$ cat config.mk
export PLATFORM = sky130hd
export DESIGN_NAME = assembly_token_scanner_flat
export DESIGN_NICKNAME = d
export VERILOG_FILES = /design/src/sv/ats_pkg.sv /design/src/sv/ats_channels.sv /design/src/sv/ats_scan.sv /design/src/sv/ats_emit.sv /design/src/sv/assembly_token_scanner.sv /design/src/flat_wrapper.sv
export VERILOG_INCLUDE_DIRS = /design/src /design/src/sv
export SDC_FILE = /design/constraint.sdc
export NUM_CORES = 1
export LEC_CHECK = 0
export BUFFER_PORTS_ARGS = -buffer_cell sky130_fd_sc_hd__buf_2
export CAP_MARGIN = 20
export CORE_UTILIZATION = 55
export DETAILED_ROUTE_END_ITERATION = 10
export HOLD_SLACK_MARGIN = 0.02
export PLACE_DENSITY = 0.73
export RECOVER_POWER = 25
export SETUP_SLACK_MARGIN = 0.5
export SLEW_MARGIN = 40
export SYNTH_ARGS = -nofsm -noshare
export SYNTH_HDL_FRONTEND = slang
export SYNTH_SLANG_ARGS = --single-unit
$ cat constraint.sdc
create_clock -name clk -period 18.9 [get_ports clk]
set_input_delay 4.725 -clock clk [delete_from_list [all_inputs] [get_ports clk]]
set_output_delay 4.725 -clock clk [all_outputs]
set_load 0.02 [all_outputs]
$ cat src/sv/assembly_token_scanner_defines.svh
`ifndef ASSEMBLY_TOKEN_SCANNER_DEFINES_SVH
`define ASSEMBLY_TOKEN_SCANNER_DEFINES_SVH

// Same-cycle check.
`define ATS_ASSERT_NOW(label, ante, cons, msg) \
  label: assert property (@(posedge clk) disable iff (rst) (ante) |-> (cons)) \
    else $error(msg);

// Next-cycle check.
`define ATS_ASSERT_NEXT(label, ante, cons, msg) \
  label: assert property (@(posedge clk) disable iff (rst) (ante) |=> (cons)) \
    else $error(msg);

`endif

$ cat src/sv/ats_pkg.sv
package ats_pkg;

  localparam int OFFSET_BITS = 16;
  localparam int NUM_KEYWORDS = 7;

  typedef enum logic [2:0] {
    MODE_IDLE = 3'd0,
    MODE_INT  = 3'd1,
    MODE_WORD = 3'd2,
    MODE_V    = 3'd3
  } mode_t;

  typedef enum logic [3:0] {
    KIND_NEWLINE = 4'd0,
    KIND_COLON   = 4'd1,
    KIND_PLUS    = 4'd2,
    KIND_INT     = 4'd3,
    KIND_REG     = 4'd4,
    KIND_IDENT   = 4'd5,
    KIND_COPY    = 4'd6,
    KIND_ADD     = 4'd7,
    KIND_SUB     = 4'd8,
    KIND_AND     = 4'd9,
    KIND_OR      = 4'd10,
    KIND_XOR     = 4'd11,
    KIND_JUMP    = 4'd12,
    KIND_END     = 4'd13,
    KIND_INVALID = 4'd14
  } kind_t;

  localparam logic [7:0] CH_NEWLINE    = 8'h0A;
  localparam logic [7:0] CH_COLON      = 8'h3A;
  localparam logic [7:0] CH_PLUS       = 8'h2B;
  localparam logic [7:0] CH_V          = 8'h56;
  localparam logic [7:0] CH_UNDERSCORE = 8'h5F;

  localparam logic [31:0] KW_CODE [NUM_KEYWORDS] = '{
    32'h636F7079, 32'h00616464, 32'h00737562, 32'h00616E64,
    32'h00006F72, 32'h00786F72, 32'h6A756D70
  };
  localparam logic [15:0] KW_LEN [NUM_KEYWORDS] = '{
    16'd4, 16'd3, 16'd3, 16'd3, 16'd2, 16'd3, 16'd4
  };
  localparam kind_t KW_KIND [NUM_KEYWORDS] = '{
    KIND_COPY, KIND_ADD, KIND_SUB, KIND_AND, KIND_OR, KIND_XOR, KIND_JUMP
  };

  typedef struct packed {
    kind_t       kind;
    logic [15:0] start;
    logic [15:0] length;
  } token_t;

  // Up to three tokens caused by one byte.
  typedef struct packed {
    logic           valid;
    token_t [2:0]   tok;
    logic   [1:0]   cnt;
  } bundle_t;

  function automatic logic is_digit(input logic [7:0] c);
    return (c >= 8'h30) && (c <= 8'h39);
  endfunction

  function automatic logic is_alpha(input logic [7:0] c);
    return ((c >= 8'h61) && (c <= 8'h7A)) || ((c >= 8'h41) && (c <= 8'h5A));
  endfunction

  function automatic logic is_word(input logic [7:0] c);
    return is_alpha(c) || is_digit(c) || (c == CH_UNDERSCORE);
  endfunction

  function automatic logic is_reg(input logic [7:0] c);
    return is_digit(c) || ((c >= 8'h41) && (c <= 8'h46));
  endfunction

  function automatic logic is_space(input logic [7:0] c);
    return (c == 8'h20) || (c == 8'h09) || (c == 8'h0B) || (c == 8'h0C) || (c == 8'h0D);
  endfunction

  function automatic kind_t word_kind(input logic [31:0] prefix, input logic [15:0] count);
    kind_t k;
    k = KIND_IDENT;
    for (int i = NUM_KEYWORDS - 1; i >= 0; i--) begin
      if ((count == KW_LEN[i]) && (prefix == KW_CODE[i])) begin
        k = KW_KIND[i];
      end
    end
    return k;
  endfunction

endpackage

$ cat src/sv/ats_channels.sv
interface ats_byte_if;
  logic       valid;
  logic       ready;
  logic [7:0] source_byte;
  logic       is_final;

  modport source (output valid, source_byte, is_final, input ready);
  modport sink   (input valid, source_byte, is_final, output ready);
endinterface

interface ats_token_if;
  logic        valid;
  logic        ready;
  logic [3:0]  token_kind;
  logic [15:0] token_start;
  logic [15:0] token_length;
  logic        run_end;

  modport source (output valid, token_kind, token_start, token_length, run_end,
                  input ready);
  modport sink   (input valid, token_kind, token_start, token_length, run_end,
                  output ready);
endinterface

$ cat src/sv/ats_scan.sv
`include "assembly_token_scanner_defines.svh"

module ats_scan #(
  parameter int OFFSET_BITS = ats_pkg::OFFSET_BITS
) (
  input  logic             clk,
  input  logic             rst,
  ats_byte_if.sink         bytes,
  output ats_pkg::bundle_t bund,
  input  logic             drain
);

  logic       inq_valid;
  logic [7:0] inq_byte;
  logic       inq_final;

  logic [OFFSET_BITS-1:0] byte_position;
  ats_pkg::mode_t         scan_mode;
  logic [OFFSET_BITS-1:0] token_origin;
  logic [31:0]            word_prefix;
  logic [15:0]            word_count;
  logic                   halted_by_error;

  ats_pkg::mode_t         mode_scan;
  logic [OFFSET_BITS-1:0] origin_scan;
  logic [31:0]            prefix_scan;
  logic [15:0]            count_scan;
  logic                   halted_scan;

  logic adv;
  logic dig, alp, wrd, regc, spc, nl, col, pls, single, invalid_byte, cont;
  logic [15:0] count_inc;
  logic [31:0] wadd_prefix;
  logic [15:0] pos_sat, origin_sat;

  ats_pkg::token_t [3:0] cand;
  logic [3:0]            cand_v;
  ats_pkg::token_t [2:0] slots;
  logic [2:0]            n;

  function automatic logic [15:0] sat_off(input logic [OFFSET_BITS-1:0] v);
    return (|(v >> 16)) ? 16'hFFFF : 16'(v);
  endfunction

  assign adv         = inq_valid && (!bund.valid || drain);
  assign bytes.ready = !rst && (!inq_valid || adv);

  always_ff @(posedge clk) begin
    if (rst) begin
      inq_valid <= 1'b0;
    end else if (bytes.ready) begin
      inq_valid <= bytes.valid;
    end
  end

  always_ff @(posedge clk) begin
    if (bytes.valid && bytes.ready) begin
      inq_byte  <= bytes.source_byte;
      inq_final <= bytes.is_final;
    end
  end

  assign dig          = ats_pkg::is_digit(inq_byte);
  assign alp          = ats_pkg::is_alpha(inq_byte);
  assign wrd          = ats_pkg::is_word(inq_byte);
  assign regc         = ats_pkg::is_reg(inq_byte);
  assign spc          = ats_pkg::is_space(inq_byte);
  assign nl           = inq_byte == ats_pkg::CH_NEWLINE;
  assign col          = inq_byte == ats_pkg::CH_COLON;
  assign pls          = inq_byte == ats_pkg::CH_PLUS;
  assign single       = nl || col || pls;
  assign invalid_byte = !(single || spc || dig || alp);

  // Byte extends (or completes) the pending run.
  assign cont = ((scan_mode == ats_pkg::MODE_INT) && dig) ||
                ((scan_mode == ats_pkg::MODE_WORD) && wrd) ||
                ((scan_mode == ats_pkg::MODE_V) && wrd);

  assign count_inc   = (word_count != 16'hFFFF) ? word_count + 16'd1 : word_count;
  assign wadd_prefix = (word_count < 16'd4) ? {word_prefix[23:0], inq_byte} : word_prefix;
  assign pos_sat     = sat_off(byte_position);
  assign origin_sat  = sat_off(token_origin);

  // Next scan state, before the final-byte reset
  always_comb begin
    mode_scan   = scan_mode;
    origin_scan = token_origin;
    prefix_scan = word_prefix;
    count_scan  = word_count;
    halted_scan = halted_by_error;
    if (!halted_by_error) begin
      case (scan_mode)
        ats_pkg::MODE_INT: begin
          if (dig) count_scan = count_inc;
        end
        ats_pkg::MODE_WORD: begin
          if (wrd) begin
            prefix_scan = wadd_prefix;
            count_scan  = count_inc;
          end
        end
        ats_pkg::MODE_V: begin
          if (regc) begin
            mode_scan   = ats_pkg::MODE_IDLE;
            prefix_scan = '0;
            count_scan  = '0;
          end else if (wrd) begin
            mode_scan   = ats_pkg::MODE_WORD;
            prefix_scan = wadd_prefix;
            count_scan  = count_inc;
          end
        end
        default: ;
      endcase
      if (!cont) begin
        mode_scan   = ats_pkg::MODE_IDLE;
        prefix_scan = '0;
        count_scan  = '0;
        if (single || spc) begin
        end else if (dig) begin
          mode_scan   = ats_pkg::MODE_INT;
          origin_scan = byte_position;
          count_scan  = 16'd1;
        end else if (alp) begin
          mode_scan   = (inq_byte == ats_pkg::CH_V) ? ats_pkg::MODE_V : ats_pkg::MODE_WORD;
          origin_scan = byte_position;
          prefix_scan = {24'd0, inq_byte};
          count_scan  = 16'd1;
        end else begin
          halted_scan = 1'b1;
        end
      end
    end
  end

  // Candidate tokens in emission order
  always_comb begin
    cand   = '0;
    cand_v = '0;

    // pending run closed, or register completed
    cand_v[0]        = !halted_by_error && (scan_mode != ats_pkg::MODE_IDLE) &&
                       (!cont || ((scan_mode == ats_pkg::MODE_V) && regc));
    cand[0].start    = origin_sat;
    cand[0].kind     = ats_pkg::KIND_IDENT;
    cand[0].length   = 16'd1;
    case (scan_mode)
      ats_pkg::MODE_INT: begin
        cand[0].kind   = ats_pkg::KIND_INT;
        cand[0].length = word_count;
      end
      ats_pkg::MODE_WORD: begin
        cand[0].kind   = ats_pkg::word_kind(word_prefix, word_count);
        cand[0].length = word_count;
      end
      ats_pkg::MODE_V: begin
        if (regc) begin
          cand[0].kind   = ats_pkg::KIND_REG;
          cand[0].length = 16'd2;
        end
      end
      default: ;
    endcase

    // the byte's own token
    cand_v[1]      = !halted_by_error && !cont && (single || invalid_byte);
    cand[1].start  = pos_sat;
    cand[1].length = 16'd1;
    cand[1].kind   = nl  ? ats_pkg::KIND_NEWLINE :
                     col ? ats_pkg::KIND_COLON :
                     pls ? ats_pkg::KIND_PLUS : ats_pkg::KIND_INVALID;

    // run still open at the final byte
    cand_v[2]      = inq_final && !halted_scan && (mode_scan != ats_pkg::MODE_IDLE);
    cand[2].start  = sat_off(origin_scan);
    cand[2].kind   = ats_pkg::KIND_IDENT;
    cand[2].length = 16'd1;
    case (mode_scan)
      ats_pkg::MODE_INT: begin
        cand[2].kind   = ats_pkg::KIND_INT;
        cand[2].length = count_scan;
      end
      ats_pkg::MODE_WORD: begin
        cand[2].kind   = ats_pkg::word_kind(prefix_scan, count_scan);
        cand[2].length = count_scan;
      end
      default: ;
    endcase

    cand_v[3]      = inq_final;
    cand[3].kind   = ats_pkg::KIND_END;
    cand[3].start  = pos_sat;
    cand[3].length = 16'd1;
  end

  always_comb begin
    slots = '0;
    n     = '0;
    for (int i = 0; i < 4; i++) begin
      if (cand_v[i]) begin
        if (n < 3'd3) slots[n[1:0]] = cand[i];
        n = n + 3'd1;
      end
    end
  end

  always_ff @(posedge clk) begin
    if (rst) begin
      byte_position   <= '0;
      scan_mode       <= ats_pkg::MODE_IDLE;
      token_origin    <= '0;
      word_prefix     <= '0;
      word_count      <= '0;
      halted_by_error <= 1'b0;
    end else if (adv) begin
      if (inq_final) begin
        byte_position   <= '0;
        scan_mode       <= ats_pkg::MODE_IDLE;
        token_origin    <= '0;
        word_prefix     <= '0;
        word_count      <= '0;
        halted_by_error <= 1'b0;
      end else begin
        if (byte_position != '1) byte_position <= byte_position + 1'b1;
        scan_mode       <= mode_scan;
        token_origin    <= origin_scan;
        word_prefix     <= prefix_scan;
        word_count      <= count_scan;
        halted_by_error <= halted_scan;
      end
    end
  end

  always_ff @(posedge clk) begin
    if (rst) begin
      bund.valid <= 1'b0;
    end else if (adv && (n != 3'd0)) begin
      bund.valid <= 1'b1;
    end else if (drain) begin
      bund.valid <= 1'b0;
    end
    if (adv && (n != 3'd0)) begin
      bund.tok <= slots;
      bund.cnt <= n[1:0];
    end
  end

  `ATS_ASSERT_NOW(a_bundle_nonempty, bund.valid, bund.cnt != 2'd0, "empty token bundle held")
  `ATS_ASSERT_NOW(a_halt_idle, halted_by_error, scan_mode == ats_pkg::MODE_IDLE, "run open after error")
  `ATS_ASSERT_NEXT(a_final_reset, adv && inq_final, (byte_position == '0) && !halted_by_error, "state not cleared after final byte")

endmodule

$ cat src/sv/ats_emit.sv
`include "assembly_token_scanner_defines.svh"

module ats_emit (
  input  logic             clk,
  input  logic             rst,
  input  ats_pkg::bundle_t bund,
  output logic             drain,
  ats_token_if.source      tokens
);

  logic [1:0]      idx;
  logic            last;
  ats_pkg::token_t sel;

  assign sel  = bund.tok[idx];
  assign last = idx == (bund.cnt - 2'd1);

  assign tokens.valid        = bund.valid;
  assign tokens.token_kind   = sel.kind;
  assign tokens.token_start  = sel.start;
  assign tokens.token_length = sel.length;
  assign tokens.run_end      = last;

  assign drain = tokens.valid && tokens.ready && last;

  always_ff @(posedge clk) begin
    if (rst) begin
      idx <= '0;
    end else if (tokens.valid && tokens.ready) begin
      idx <= last ? 2'd0 : idx + 2'd1;
    end
  end

  `ATS_ASSERT_NOW(a_idx_in_range, bund.valid, idx < bund.cnt, "token index past bundle")
  `ATS_ASSERT_NEXT(a_idx_rewind, drain, idx == 2'd0, "index not rewound after bundle")

endmodule

$ cat src/sv/assembly_token_scanner.sv
// Assembly token scanner. Takes one source byte per transfer on bytes and
// sends tokens (kind, start offset, length, run_end on the last token of a
// byte) on tokens. Each byte passes an input register and is scanned into a
// bundle of up to three tokens in the bundle register. The tokens leave the
// bundle one per cycle while the receiver is ready, and the next byte is not
// scanned until the bundle drains. The first token of a byte thus passes the
// input register and the bundle register before it appears. Offsets saturate
// at 2^OFFSET_BITS - 1 internally and at 65535 on the port; lengths at 65535.
module assembly_token_scanner #(
  parameter int OFFSET_BITS = ats_pkg::OFFSET_BITS
) (
  input  logic        clk,
  input  logic        rst,
  ats_byte_if.sink    bytes,
  ats_token_if.source tokens
);

  ats_pkg::bundle_t bund;
  logic             drain;

  ats_scan #(
    .OFFSET_BITS (OFFSET_BITS)
  ) u_scan (
    .clk   (clk),
    .rst   (rst),
    .bytes (bytes),
    .bund  (bund),
    .drain (drain)
  );

  ats_emit u_emit (
    .clk    (clk),
    .rst    (rst),
    .bund   (bund),
    .drain  (drain),
    .tokens (tokens)
  );

endmodule

$ cat src/flat_wrapper.sv
// flat-port wrapper written by rule: the top's interface ports become plain ports
module assembly_token_scanner_flat 
#(
  parameter int OFFSET_BITS = ats_pkg::OFFSET_BITS
)
  (clk, rst, bytes_valid, bytes_source_byte, bytes_is_final, bytes_ready, tokens_valid, tokens_token_kind, tokens_token_start, tokens_token_length, tokens_run_end, tokens_ready);
  ats_byte_if bytes_i ();
  ats_token_if tokens_i ();
  input  logic clk;
  input  logic rst;
  input wire logic [$bits(bytes_i.valid)-1:0] bytes_valid;
  input wire logic [$bits(bytes_i.source_byte)-1:0] bytes_source_byte;
  input wire logic [$bits(bytes_i.is_final)-1:0] bytes_is_final;
  output wire logic [$bits(bytes_i.ready)-1:0] bytes_ready;
  output wire logic [$bits(tokens_i.valid)-1:0] tokens_valid;
  output wire logic [$bits(tokens_i.token_kind)-1:0] tokens_token_kind;
  output wire logic [$bits(tokens_i.token_start)-1:0] tokens_token_start;
  output wire logic [$bits(tokens_i.token_length)-1:0] tokens_token_length;
  output wire logic [$bits(tokens_i.run_end)-1:0] tokens_run_end;
  input wire logic [$bits(tokens_i.ready)-1:0] tokens_ready;
  assign bytes_i.valid = bytes_valid;
  assign bytes_i.source_byte = bytes_source_byte;
  assign bytes_i.is_final = bytes_is_final;
  assign bytes_ready = bytes_i.ready;
  assign tokens_valid = tokens_i.valid;
  assign tokens_token_kind = tokens_i.token_kind;
  assign tokens_token_start = tokens_i.token_start;
  assign tokens_token_length = tokens_i.token_length;
  assign tokens_run_end = tokens_i.run_end;
  assign tokens_i.ready = tokens_ready;
  assembly_token_scanner #(.OFFSET_BITS(OFFSET_BITS)) u_core (.clk(clk), .rst(rst), .bytes(bytes_i), .tokens(tokens_i));
endmodule
# ---- After elaboration in Yosys (flattened, before gate mapping)
# Cells that the tools add are included.
# W data, S select, Z words.
dict set report totals {
  out_inout_bits 39
  in_bits 13
  elab_cells 248
  reg_bits 207
}
dict set report op_classes {
  mux 93
  n_eq_ne 38
  order_cmp 18
  reduce_logical 71
  n_addsub 7
}
# operator n
set ops {}
lappend ops {{$mux W108} 6}
lappend ops {{$bwmux W108} 3}
lappend ops {{$eq A32 B23 Y1 const B} 8}
lappend ops {{$mux W16} 16}
lappend ops {{$demux W36 S2} 3}
lappend ops {{$mux W32} 6}
lappend ops {{$mux W36} 5}
lappend ops {{$eq A32 B31 Y1 const B} 4}
lappend ops {{$bmux W36 S2} 1}
lappend ops {{$mux W4} 17}
lappend ops {{$eq A16 B2 Y1 const B} 4}
lappend ops {{$eq A32 B15 Y1 const B} 2}
lappend ops {{$pmux W32 S2} 1}
lappend ops {{$pmux W16 S3} 1}
lappend ops {{$eq A8 B4 Y1 const B} 5}
lappend ops {{$logic_and A1 B1 Y1} 37}
lappend ops {{$add A16 B1 Y16 const B} 2}
lappend ops {{$eq A16 B3 Y1 const B} 2}
lappend ops {{$ne A16 B16 Y1 const B} 2}
lappend ops {{$pmux W16 S2} 1}
lappend ops {{$mux W3} 9}
lappend ops {{$eq A8 B6 Y1 const B} 3}
lappend ops {{$le A8 B7 Y1 const B} 3}
lappend ops {{$mux W8} 3}
lappend ops {{24 further kinds} 83}

# ---- Longest topological paths before layout
# Gate-level depths: netlist of the first run.
dict set report logic_depth {
  word_depth 26
  mapped_depth 22
  mapped_depth_nobuf 15
}

# ---- By module
# From an unflattened synthesis of the first run, not the netlist that was laid out.
dict set report unflattened {
  hier_cells 1404
  area_unflattened_um2 12175.4
}
# mod instances cells_each area_per_inst_um2
set by_module_without_submodules {}
lappend by_module_without_submodules {ats_scan 1 1266 11274.6}
lappend by_module_without_submodules {ats_emit 1 138 900.9}

# ---- Worst setup path after synthesis of the first run
# OpenSTA, ideal clock, no wires.
dict set report synth_timing {
  path_kind {input port to flip-flop}
  from {input port tokens_ready}
  to {register, netlist name u_core.u_scan.bund[0]}
  arrival_ps 13380
  path_stages 4
  path_slack_ps 4775
  setup_time_ps 745
  cell_sequence {a21boi_0 > nand2b_1 > clkbuf_1 > a211oi_1}
}
dict set report synth_between {
  elab_chain_len 5
}
# element line
set synth_rtl {}
lappend synth_rtl {{from (decl)} flat_wrapper.sv:20} ;# input wire logic [$bits(tokens_i.ready)-1:0] tokens_ready;
lappend synth_rtl {{$logic_and A1 B1 Y1 (2 in series)} ats_emit.sv:24} ;# assign drain = tokens.valid && tokens.ready && last;
lappend synth_rtl {{$logic_or A1 B1 Y1} ats_scan.sv:45} ;# assign adv = inq_valid && (!bund.valid || drain);
lappend synth_rtl {{$logic_and A1 B1 Y1} ats_scan.sv:45}
lappend synth_rtl {{$logic_and A1 B1 Y1} ats_scan.sv:242} ;# if (adv && (n != 3'd0)) begin
# No other way between the ends.
# A chain may end at the register's enable or synchronous reset.

# ---- Final worst setup path of the first run
dict set report layout_timing {
  from {input port rst}
  to {output port bytes_ready}
}
dict set report layout_between {
  elab_chain_len 2
}
# element line
set layout_rtl {}
lappend layout_rtl {{from (decl)} flat_wrapper.sv:10} ;# input logic rst;
lappend layout_rtl {{$logic_not A1 Y1} ats_scan.sv:46} ;# assign bytes.ready = !rst && (!inq_valid || adv);
lappend layout_rtl {{$logic_and A1 B1 Y1} ats_scan.sv:46}
lappend layout_rtl {{to (decl)} flat_wrapper.sv:14} ;# output wire logic [$bits(bytes_i.ready)-1:0] bytes_ready;
# No other way between the ends.

==> results of run 1 <==
## metal layers
metal  vias to the layer above  global-route usage  wire (µm)
met3                        95              0.0320       3040
met1                      5487               0.478      16600
met5                         -                   0          0
met2                       601               0.521      17600
li1                       5287                   -          -
met4                         0               0.118       1210
## kinds of logic (layout without fill, tap and decap cells)
logic type | count (synthesis) | count (layout) | share of synthesized area
XOR/XNOR | 14 | 14 | 0.00995
flip-flops | 207 | 207 | 0.433
AO/OA/AOI/OAI | 409 | 409 | 0.234
multiplexers | 38 | 38 | 0.0310
buffers and inverters | 139 | 142 | 0.0440
adder cells (fa/ha/maj) | 12 | 12 | 0.0128
AND/OR/NAND/NOR | 586 | 586 | 0.235
## synthesized netlist by cell type, types with 11 or more instances
| master | count | area (µm²) |
|---|---|---|
| a211oi_1 | 11 | 82.6 |
| a21oi_1 | 53 | 265 |
| a22o_1 | 35 | 307 |
| a22oi_1 | 66 | 495 |
| a32oi_1 | 14 | 123 |
| and3_1 | 19 | 119 |
| clkbuf_1 | 97 | 364 |
| dfxtp_1 | 88 | 1760 |
| edfxtp_1 | 119 | 3570 |
| ha_1 | 11 | 138 |
| inv_1 | 22 | 82.6 |
| mux2i_1 | 37 | 370 |
| nand2_1 | 123 | 462 |
| nand3_1 | 55 | 275 |
| nand4_1 | 19 | 119 |
| nor2_1 | 196 | 736 |
| nor3_1 | 46 | 230 |
| nor4_1 | 19 | 119 |
| o21a_1 | 17 | 128 |
| o21ai_0 | 87 | 435 |
| o21ai_1 | 12 | 60.1 |
| or3_1 | 14 | 87.6 |
## worst max-delay path by stage
stage / startpoint / to / slack, ps
after detailed placement: tokens_ready / bytes_ready / 8230
after floorplan: tokens_ready / u_core.u_scan.bund[0] / 4780
after global routing: rst / bytes_ready / 5880
after CTS: tokens_ready / bytes_ready / 8230
final: rst / bytes_ready / 6100
after global placement: tokens_ready / bytes_ready / 8250
## power by group through the flow
stage | combinational (W) | clock (W) | sequential (W)
floorplan | 0.0000623 | 0 | 0.000507
global placement | 0.0000881 | 0 | 0.000504
detailed placement | 0.0000907 | 0 | 0.000505
CTS | 0.0000911 | 0.000416 | 0.000495
global route | 0.0000989 | 0.000431 | 0.000496
finish | 0.0000920 | 0.000412 | 0.000495
## through the flow
stage | area [µm²] | hold slack (ps) | power (W)
after floorplan | 12300 | 445 | 0.000569
after global routing | 13400 | 506 | 0.00103
after global placement | 12700 | 464 | 0.000593
final | 13400 | 473 | 0.000999
after detailed placement | 12700 | 470 | 0.000595
after CTS | 13400 | 479 | 0.00100
## critical path, delay by kind of cell
family / cells / cell delay, ps
AOI/OAI and AO/OA: 1 / 380
buffers and inverters: 3 / 2910
## placed cells by master, fill, tap and decap left out, drive strengths merged, types with 6 or more instances in the layout
master | Yosys | layout
nor2 | 197 | 197
a21o | 10 | 10
a32oi | 14 | 14
nand4 | 19 | 19
nand3 | 55 | 55
and2 | 12 | 12
a32o | 9 | 9
xnor2 | 6 | 6
a31oi | 9 | 9
nor2b | 7 | 7
a22oi | 66 | 66
dfxtp | 88 | 88
or2 | 7 | 7
o22ai | 9 | 9
or3 | 14 | 14
and3 | 19 | 19
nor4 | 20 | 20
a211oi | 11 | 11
o21ai | 99 | 99
nand3b | 6 | 6
o211ai | 8 | 8
nand2b | 8 | 8
inv | 22 | 24
o221ai | 7 | 7
clkbuf | 97 | 24
a21oi | 53 | 53
xor2 | 8 | 8
a2111oi | 6 | 6
edfxtp | 119 | 119
nor3 | 47 | 47
buf | 18 | 78
a22o | 35 | 35
mux2i | 37 | 37
and4 | 10 | 10
nand2 | 123 | 123
or4 | 8 | 8
clkinv | 2 | 13
o21a | 17 | 17
ha | 11 | 11
## cell type report
type / count / share of cell area
clock inverter: 16 / 0.0113
multi-input combinational: 1059 / 0.483
timing repair buffer: 80 / 0.0358
inverter: 24 / 0.00671
tap: 280 / 0.0261
sequential: 207 / 0.398
clock buffer: 22 / 0.0394
## registers in the layout, summed over array words and instances, names as in the netlist
name and count:
u_core.u_emit.idx 2, u_core.u_scan.bund 111, u_core.u_scan.byte_position 16, u_core.u_scan.halted_by_error 1, u_core.u_scan.inq_byte 8, u_core.u_scan.inq_final 1, u_core.u_scan.inq_valid 1, u_core.u_scan.origin_sat 16
u_core.u_scan.scan_mode 3, u_core.u_scan.word_count 16, u_core.u_scan.word_prefix 32
==> summary.txt, run 1 <==
Synthesis
  – Synth cell types: 86
  – Seq cells post-synth: between 200 and 250
  – Register area share after synthesis: 0.433
  – Warnings, synthesis: 0
  – EDFF count, synth: 119
  – Cells after synthesis: between 1000 and 1500
  – Cell Area, Synth: 12300 µm²
  – Syn Nets: 1430
  – Ys async rst share: 0
  – Avg Inst Size Synth: a little under 9 µm²
  – Top_reg_cell synth: edfxtp_1

Power
  – Power share of the combinational group: 0.092
  – Worst vdd ir: 0.0761 mV
  – Sequential share of power: 0.496
  – Net Switching: 0.000252 W
  – Power Density: around 74 nW/µm²
  – Clk network pwr share: 0.412
  – Internal: 0.000747 W
  – Switching share of power: 0.252
  – Pleak: 4.45 nW

Job
  – Max Cap Viol: 1

Clock network
  – Root Buffer: clkbuf_16
  – Clock Pin Slew Worst Setup and Hold Paths: 60 ps
  – CTS tree: built
  – Insertion delay to the later sink of the worst-skew pair: about 500 ps
  – Hold buffer count at cts: 0
  – CTS max path bufs: 3
  – CTS buffer count: 21
  – H-tree levels: 1
  – # clock sinks: between 200 and 250
  – Setup Fix Bufs, Post-CTS: 0
  – Number of gates resized after CTS: 0

Worst setup path
  – FF-to-FF Start: u_core.u_scan.inq_byte[3]
  – Worst Setup End Kind: primary output
  – R2r endpoint: u_core.u_scan.bund[82]
  – CP Class: input port to primary output
  – Worst Path Max Fanout: between 70 and 80
  – Crit-path slowest cell: clkbuf_1
  – WP data arrival: 8070 ps
  – Startpoint Class: input port
  – FF-to-FF setup slack: 12050 ps
  – Crit path top cell by count: buf_2
  – Critical-path cell list: buf_2 -> clkbuf_1 -> a21oi_1 -> buf_2
  – CP peak stage delay: 2480 ps
  – Worst EP required: 14180 ps
  – R2R depth: 13

Global routing
  – Initial antenna violation count: 0
  – Largest net degree at the start of global routing: approximately 90
  – Vias in the first global route: 10200
  – First-pass GRT wire length: 58.6 mm
  – Grt total ovfl: 0
  – Global Route Usage Sum: 0.333

Detailed routing
  – Vias per std cell: 6.80
  – ANT nets after route: 0
  – Drt first pass iters: 5
  – Final WL: 38.5 mm
  – Via count: 11500
  – Initial drt markers: 1459
  – Routed len/inst: 22.8 µm
  – # DRC: 0

STA
  – RSZ-0062 raised after global routing: false
  – Clk_skew: about 18 ps
  – # setup viols final: 0
  – Worst-Margin Slew: about 3500 ps
  – Relative slew margins: -1.36
  – Final Max Slew Viols: 75
  – Final worst path period need: 12800 ps
  – Post-route setup slack: 6100 ps
  – Final Hold Fails: 0
  – Period utilisation layout: 0.677
  – FMAX: 0.0782 GHz
  – Total negative slack: 0 ps

Placement
  – Gpl congestion: between 0.9 and 1
  – HPWL after DPL: ~27 mm
  – Placed insts: 1649
  – Dpl ws: 8230 ps
  – # port buffers: 51

Floorplan
  – Die Y: 152 µm
  – Top Ports: 52
  – Die area: around 23000 µm²
  – Die X: 152 µm
  – # rows: 54
  – Core Region: 21900 µm²
  – Starting Density: 0.563

Cells and area
  – Fill count: roughly 1900
  – Sequential cell area: about 5300 µm²
  – Area of the multi-input gates: approximately 6500 µm²
  – Share of cells above drive strength 1: 0.106
  – Core Util, Final: 0.613
  – Synth-to-layout area growth: 8.91%
  – N_diodes: 0
  – Finished Layout Cells: roughly 1700
  – Layout net count: 1418

Hold path
  – Hold path cells: 2
  – Worst Hold Path EP: u_core.u_scan.word_prefix[5]
  – Hold_sp: u_core.u_scan.word_prefix[5]
  – Hold WC Path Type: register to register

Status
  – Violated checks: max-capacitance violations, max-slew violations
  – Outcome: finished, violations left
Power figures use the tool's default switching activity.
==> run 2, diff against run 1 <==
--- a/config.mk
+++ b/config.mk
@@ -6,12 +6,13 @@
 export SDC_FILE = /design/constraint.sdc
 export NUM_CORES = 1
 export LEC_CHECK = 0
+export ABC_AREA = 1
 export BUFFER_PORTS_ARGS = -buffer_cell sky130_fd_sc_hd__buf_2
 export CAP_MARGIN = 20
 export CORE_UTILIZATION = 55
 export DETAILED_ROUTE_END_ITERATION = 10
 export HOLD_SLACK_MARGIN = 0.02
-export PLACE_DENSITY = 0.73
+export PLACE_DENSITY = 0.76
 export RECOVER_POWER = 25
 export SETUP_SLACK_MARGIN = 0.5
 export SLEW_MARGIN = 40
==> constraint.sdc (replaced) <==
create_clock -name clk -period 11.61 [get_ports clk]
set_input_delay 2.9025 -clock clk [delete_from_list [all_inputs] [get_ports clk]]
set_output_delay 2.9025 -clock clk [all_outputs]
set_load 0.02 [all_outputs]
==> run 2 against run 1 <==
  * The run still ends with max-capacitance violations, max-slew violations left
  * Utilization down 0.43 points
  * Area after synthesis is 17% higher
  * Power rose by 91%
  * Die area is 17% higher
  * Final cell count grew 45%
  * Wire length up 12%
  * Via count is 26% higher
  * Synthesized cell count grew 51%
  * Sequential share of layout area fell by 5.3 points
  * Clock-buffer cell count is 3 higher
  * Critical path type is now input port to register
  * Largest cell class unchanged
  * Largest power group is now clock
  * Highest routed layer unchanged
==> summary.txt, run 2 <==
STA
  – FMAX: 0.121 GHz
  – Worst-Margin Slew: 3510 ps (-37.6 ps)
  – Total negative slack: 0 ps (unchanged)
  – RSZ-0062 raised after global routing: false
  – Final worst path period need: between 8000 and 9000 ps
  – Clk_skew: 15.1 ps (-2.50 ps)
  – Post-route setup slack: 3350 ps (-2760 ps)
  – Final Hold Fails: 0 (unchanged)
  – Hold WS: 480 ps (+6.93 ps)
  – Period utilisation layout: 0.712
  – Final Max Slew Viols: 190 (+150%)
  – # setup viols final: 0 (unchanged)
  – Relative slew margins: -1.34 (+0.0251)

Hold path
  – Hold_sp: u_core.u_scan.origin_sat[7]
  – Hold WC Path Type: register to register

Worst setup path
  – Worst Setup End Kind: register
  – WP data arrival: 8550 ps (+480 ps)
  – Worst EP required: 11900 ps (-2280 ps)
  – CP peak stage delay: 2470 ps (about the same)
  – Crit path top cell by count: nand2_1
  – Critical-path cell list: buf_2 -> nand2_1 -> inv_1 -> nand2_1 -> nand2_1 -> nand2_2 -> clkbuf_1 -> nor2_1 -> inv_1 -> a2bb2oi_1 -> nor2_1
  – Crit-path slowest cell: clkbuf_1
  – CP Class: input port to register
  – Startpoint Class: input port
  – Worst Path Max Fanout: 67 (-9.5%)
  – CP startpoint: tokens_ready
  – FF-to-FF Start: u_core.u_emit.idx[0]

Detailed routing
  – Initial drt markers: 1585 (+8.6%)
  – ANT nets after route: 0 (unchanged)
  – Routed len/inst: 17.6 µm (-23%)
  – Via count: 14400 (+26%)
  – Final WL: 43.1 mm (+12%)
  – Vias per std cell: 5.89 (-13%)
  – # DRC: 0 (unchanged)
  – Drt first pass iters: 6 (+1)

Power
  – Switching share of power: 0.273 (+0.0204)
  – Pleak: 6.09 nW (+37%)
  – Power share of the combinational group: 0.122 (+0.030)
  – Net Switching: 0.000521 W (+110%)
  – Clk network pwr share: 0.444 (+0.032)
  – Power Density: 123 nW/µm² (+65%)
  – Worst vdd ir: 0.138 mV (+81%)
  – Internal: 0.00139 W (+86%)
  – Sequential share of power: 0.435 (-0.061)

Cells and area
  – Most common cell after layout, fill and taps aside: nand2_1
  – Share of cells above drive strength 1: 0.0955 (-0.0104)
  – N_diodes: 0 (unchanged)
  – Biggest register: u_core.u_scan.bund
  – Final instance area: 15500 µm² (+16%)
  – Largest regs: u_core.u_scan.bund x111, u_core.u_scan.word_prefix x32
  – Fill count: 2341 (+24%)
  – Largest register FFs: 111 (unchanged)
  – Layout net count: 2123 (+50%)
  – Most frequent cells in the layout: nand2_1 (593), nor2_1 (270), inv_1 (202)
  – Synth-to-layout area growth: 7.37%

Synthesis
  – Synth area leaders: edfxtp_1 (25%), nand2_1 (15%), dfxtp_1 (12%), nor2_1 (7.0%), nand3_1 (6.0%)
  – Ys async rst share: 0 (unchanged)
  – Warnings, synthesis: 0 (unchanged)
  – Seq cells post-synth: 207 (unchanged)
  – Largest area contributor in the synthesized netlist: edfxtp_1
  – Syn Nets: 2148 (+50%)
  – Cells after synthesis: 2123 (+51%)
  – Top cell type's share of synthesized area: 0.247 (-0.0425)
  – Synth cell types: 62 (-28%)
  – Avg Inst Size Synth: 6.80 µm² (-22%)
  – Register area share after synthesis: 0.369 (-0.0635)
  – Most common cell in the synthesized netlist: nand2_1
  – EDFF count, synth: 119 (unchanged)
  – Top_reg_cell synth: edfxtp_1
  – Most instantiated cells after synthesis: nand2_1 (595), nor2_1 (270), inv_1 (204)
  – Cell Area, Synth: 14400 µm² (+17%)

Floorplan
  – # rows: 58 (+7.4%)
  – Die area: 26900 µm² (+17%)
  – Die X: 164 µm (+8.1%)
  – Starting Density: 0.567 (+0.00398)
  – Die Y: 164 µm (+8.1%)
  – Top Ports: 52 (unchanged)
  – Core Region: 25500 µm² (+16%)

Global routing
  – First-pass GRT wire length: 67.9 mm (+16%)
  – Initial antenna violation count: 0 (unchanged)
  – Global Route Usage Sum: 0.322 (-0.0109)
  – Largest net degree at the start of global routing: 75 (-15%)
  – Vias in the first global route: 12700 (+25%)
  – Grt total ovfl: 0 (unchanged)

Clock network
  – Insertion delay to the later sink of the worst-skew pair: 540 ps (+30 ps)
  – Hold buffer count at cts: 0 (unchanged)
  – Number of gates resized after CTS: 0 (unchanged)
  – CTS tree: built
  – Setup Fix Bufs, Post-CTS: 0 (unchanged)
  – Clock Pin Slew Worst Setup and Hold Paths: 60 ps (about the same)
  – Root Buffer: clkbuf_16
  – H-tree levels: 1 (unchanged)
  – CTS max path bufs: 3 (unchanged)
  – CTS buffer count: 24 (+14%)
  – # clock sinks: 207 (unchanged)

Placement
  – Gpl congestion: 0.989 (-1.1%)
  – # port buffers: 51 (unchanged)
  – Dpl ws: 4920 ps (-3310 ps)
  – Area of placed instances: 14700 µm² (+15%)
  – HPWL after DPL: 29.7 mm (+10%)

Status
  – Outcome: finished, violations left
  – Violated checks: max-capacitance violations, max-slew violations

Job
  – Max Cap Viol: 4 (+3)
[run 2: final cells by class]
cell class / count / area [µm²] / share of cell area
multi-input combinational: 1577 / 7670 / 0.495
tap: 330 / 413 / 0.0266
sequential: 207 / 5340 / 0.344
clock buffer: 25 / 614 / 0.0396
inverter: 224 / 851 / 0.0549
clock inverter: 19 / 270 / 0.0174
timing repair buffer: 64 / 345 / 0.0223
[run 2: cell families after synthesis]
group,count (synthesis),synth area share
compound gates,335,0.144
xor+xnor,4,0.00243
fa+ha+maj,12,0.0109
buf+inv,339,0.0995
flops,207,0.369
simple gates,1226,0.374
[run 2: path summary, 6_finish.rpt]
path                                  end  slack, ps  cells past startpoint
min reg2reg   u_core.u_scan.origin_sat[7]        480                      2
min           u_core.u_scan.origin_sat[7]        480                      2
max reg2reg  u_core.u_scan.word_count[12]       3730                     12
max          u_core.u_scan.word_count[12]       3350                     11
[run 2: worst max-delay path, delay by kind of cell]
kind	cells	cell delay [ps]
AO/OA/AOI/OAI	1	240
buffers and inverters	4	3320
AND/OR/NAND/NOR	6	2050
[run 2: power by group through the flow]
stage	logic (W)	clock network, W	registers [W]
2_1_floorplan	0.000168	0	0.000843
3_3_place_gp	0.000226	0	0.000845
3_5_place_dp	0.000230	0	0.000846
4_1_cts	0.000231	0.000855	0.000830
5_1_grt	0.000254	0.000881	0.000833
6_report	0.000232	0.000848	0.000830
[run 2: routing by layer]
metal,up-vias,wire (µm),global-route usage
met4,0,1430,0.111
met2,664,19400,0.517
met5,-,0,0
met1,6642,18300,0.443
li1,6995,-,-
met3,98,3960,0.0457
[run 2: metrics by stage]
stage | power [W] | util | std cells
after global routing | 0.00197 | 0.609 | 2446
after floorplan | 0.00101 | - | 2123
after detailed placement | 0.00108 | 0.575 | 2402
after global placement | 0.00107 | 0.574 | 2401
after CTS | 0.00192 | 0.610 | 2446
final | 0.00191 | 0.609 | 2446
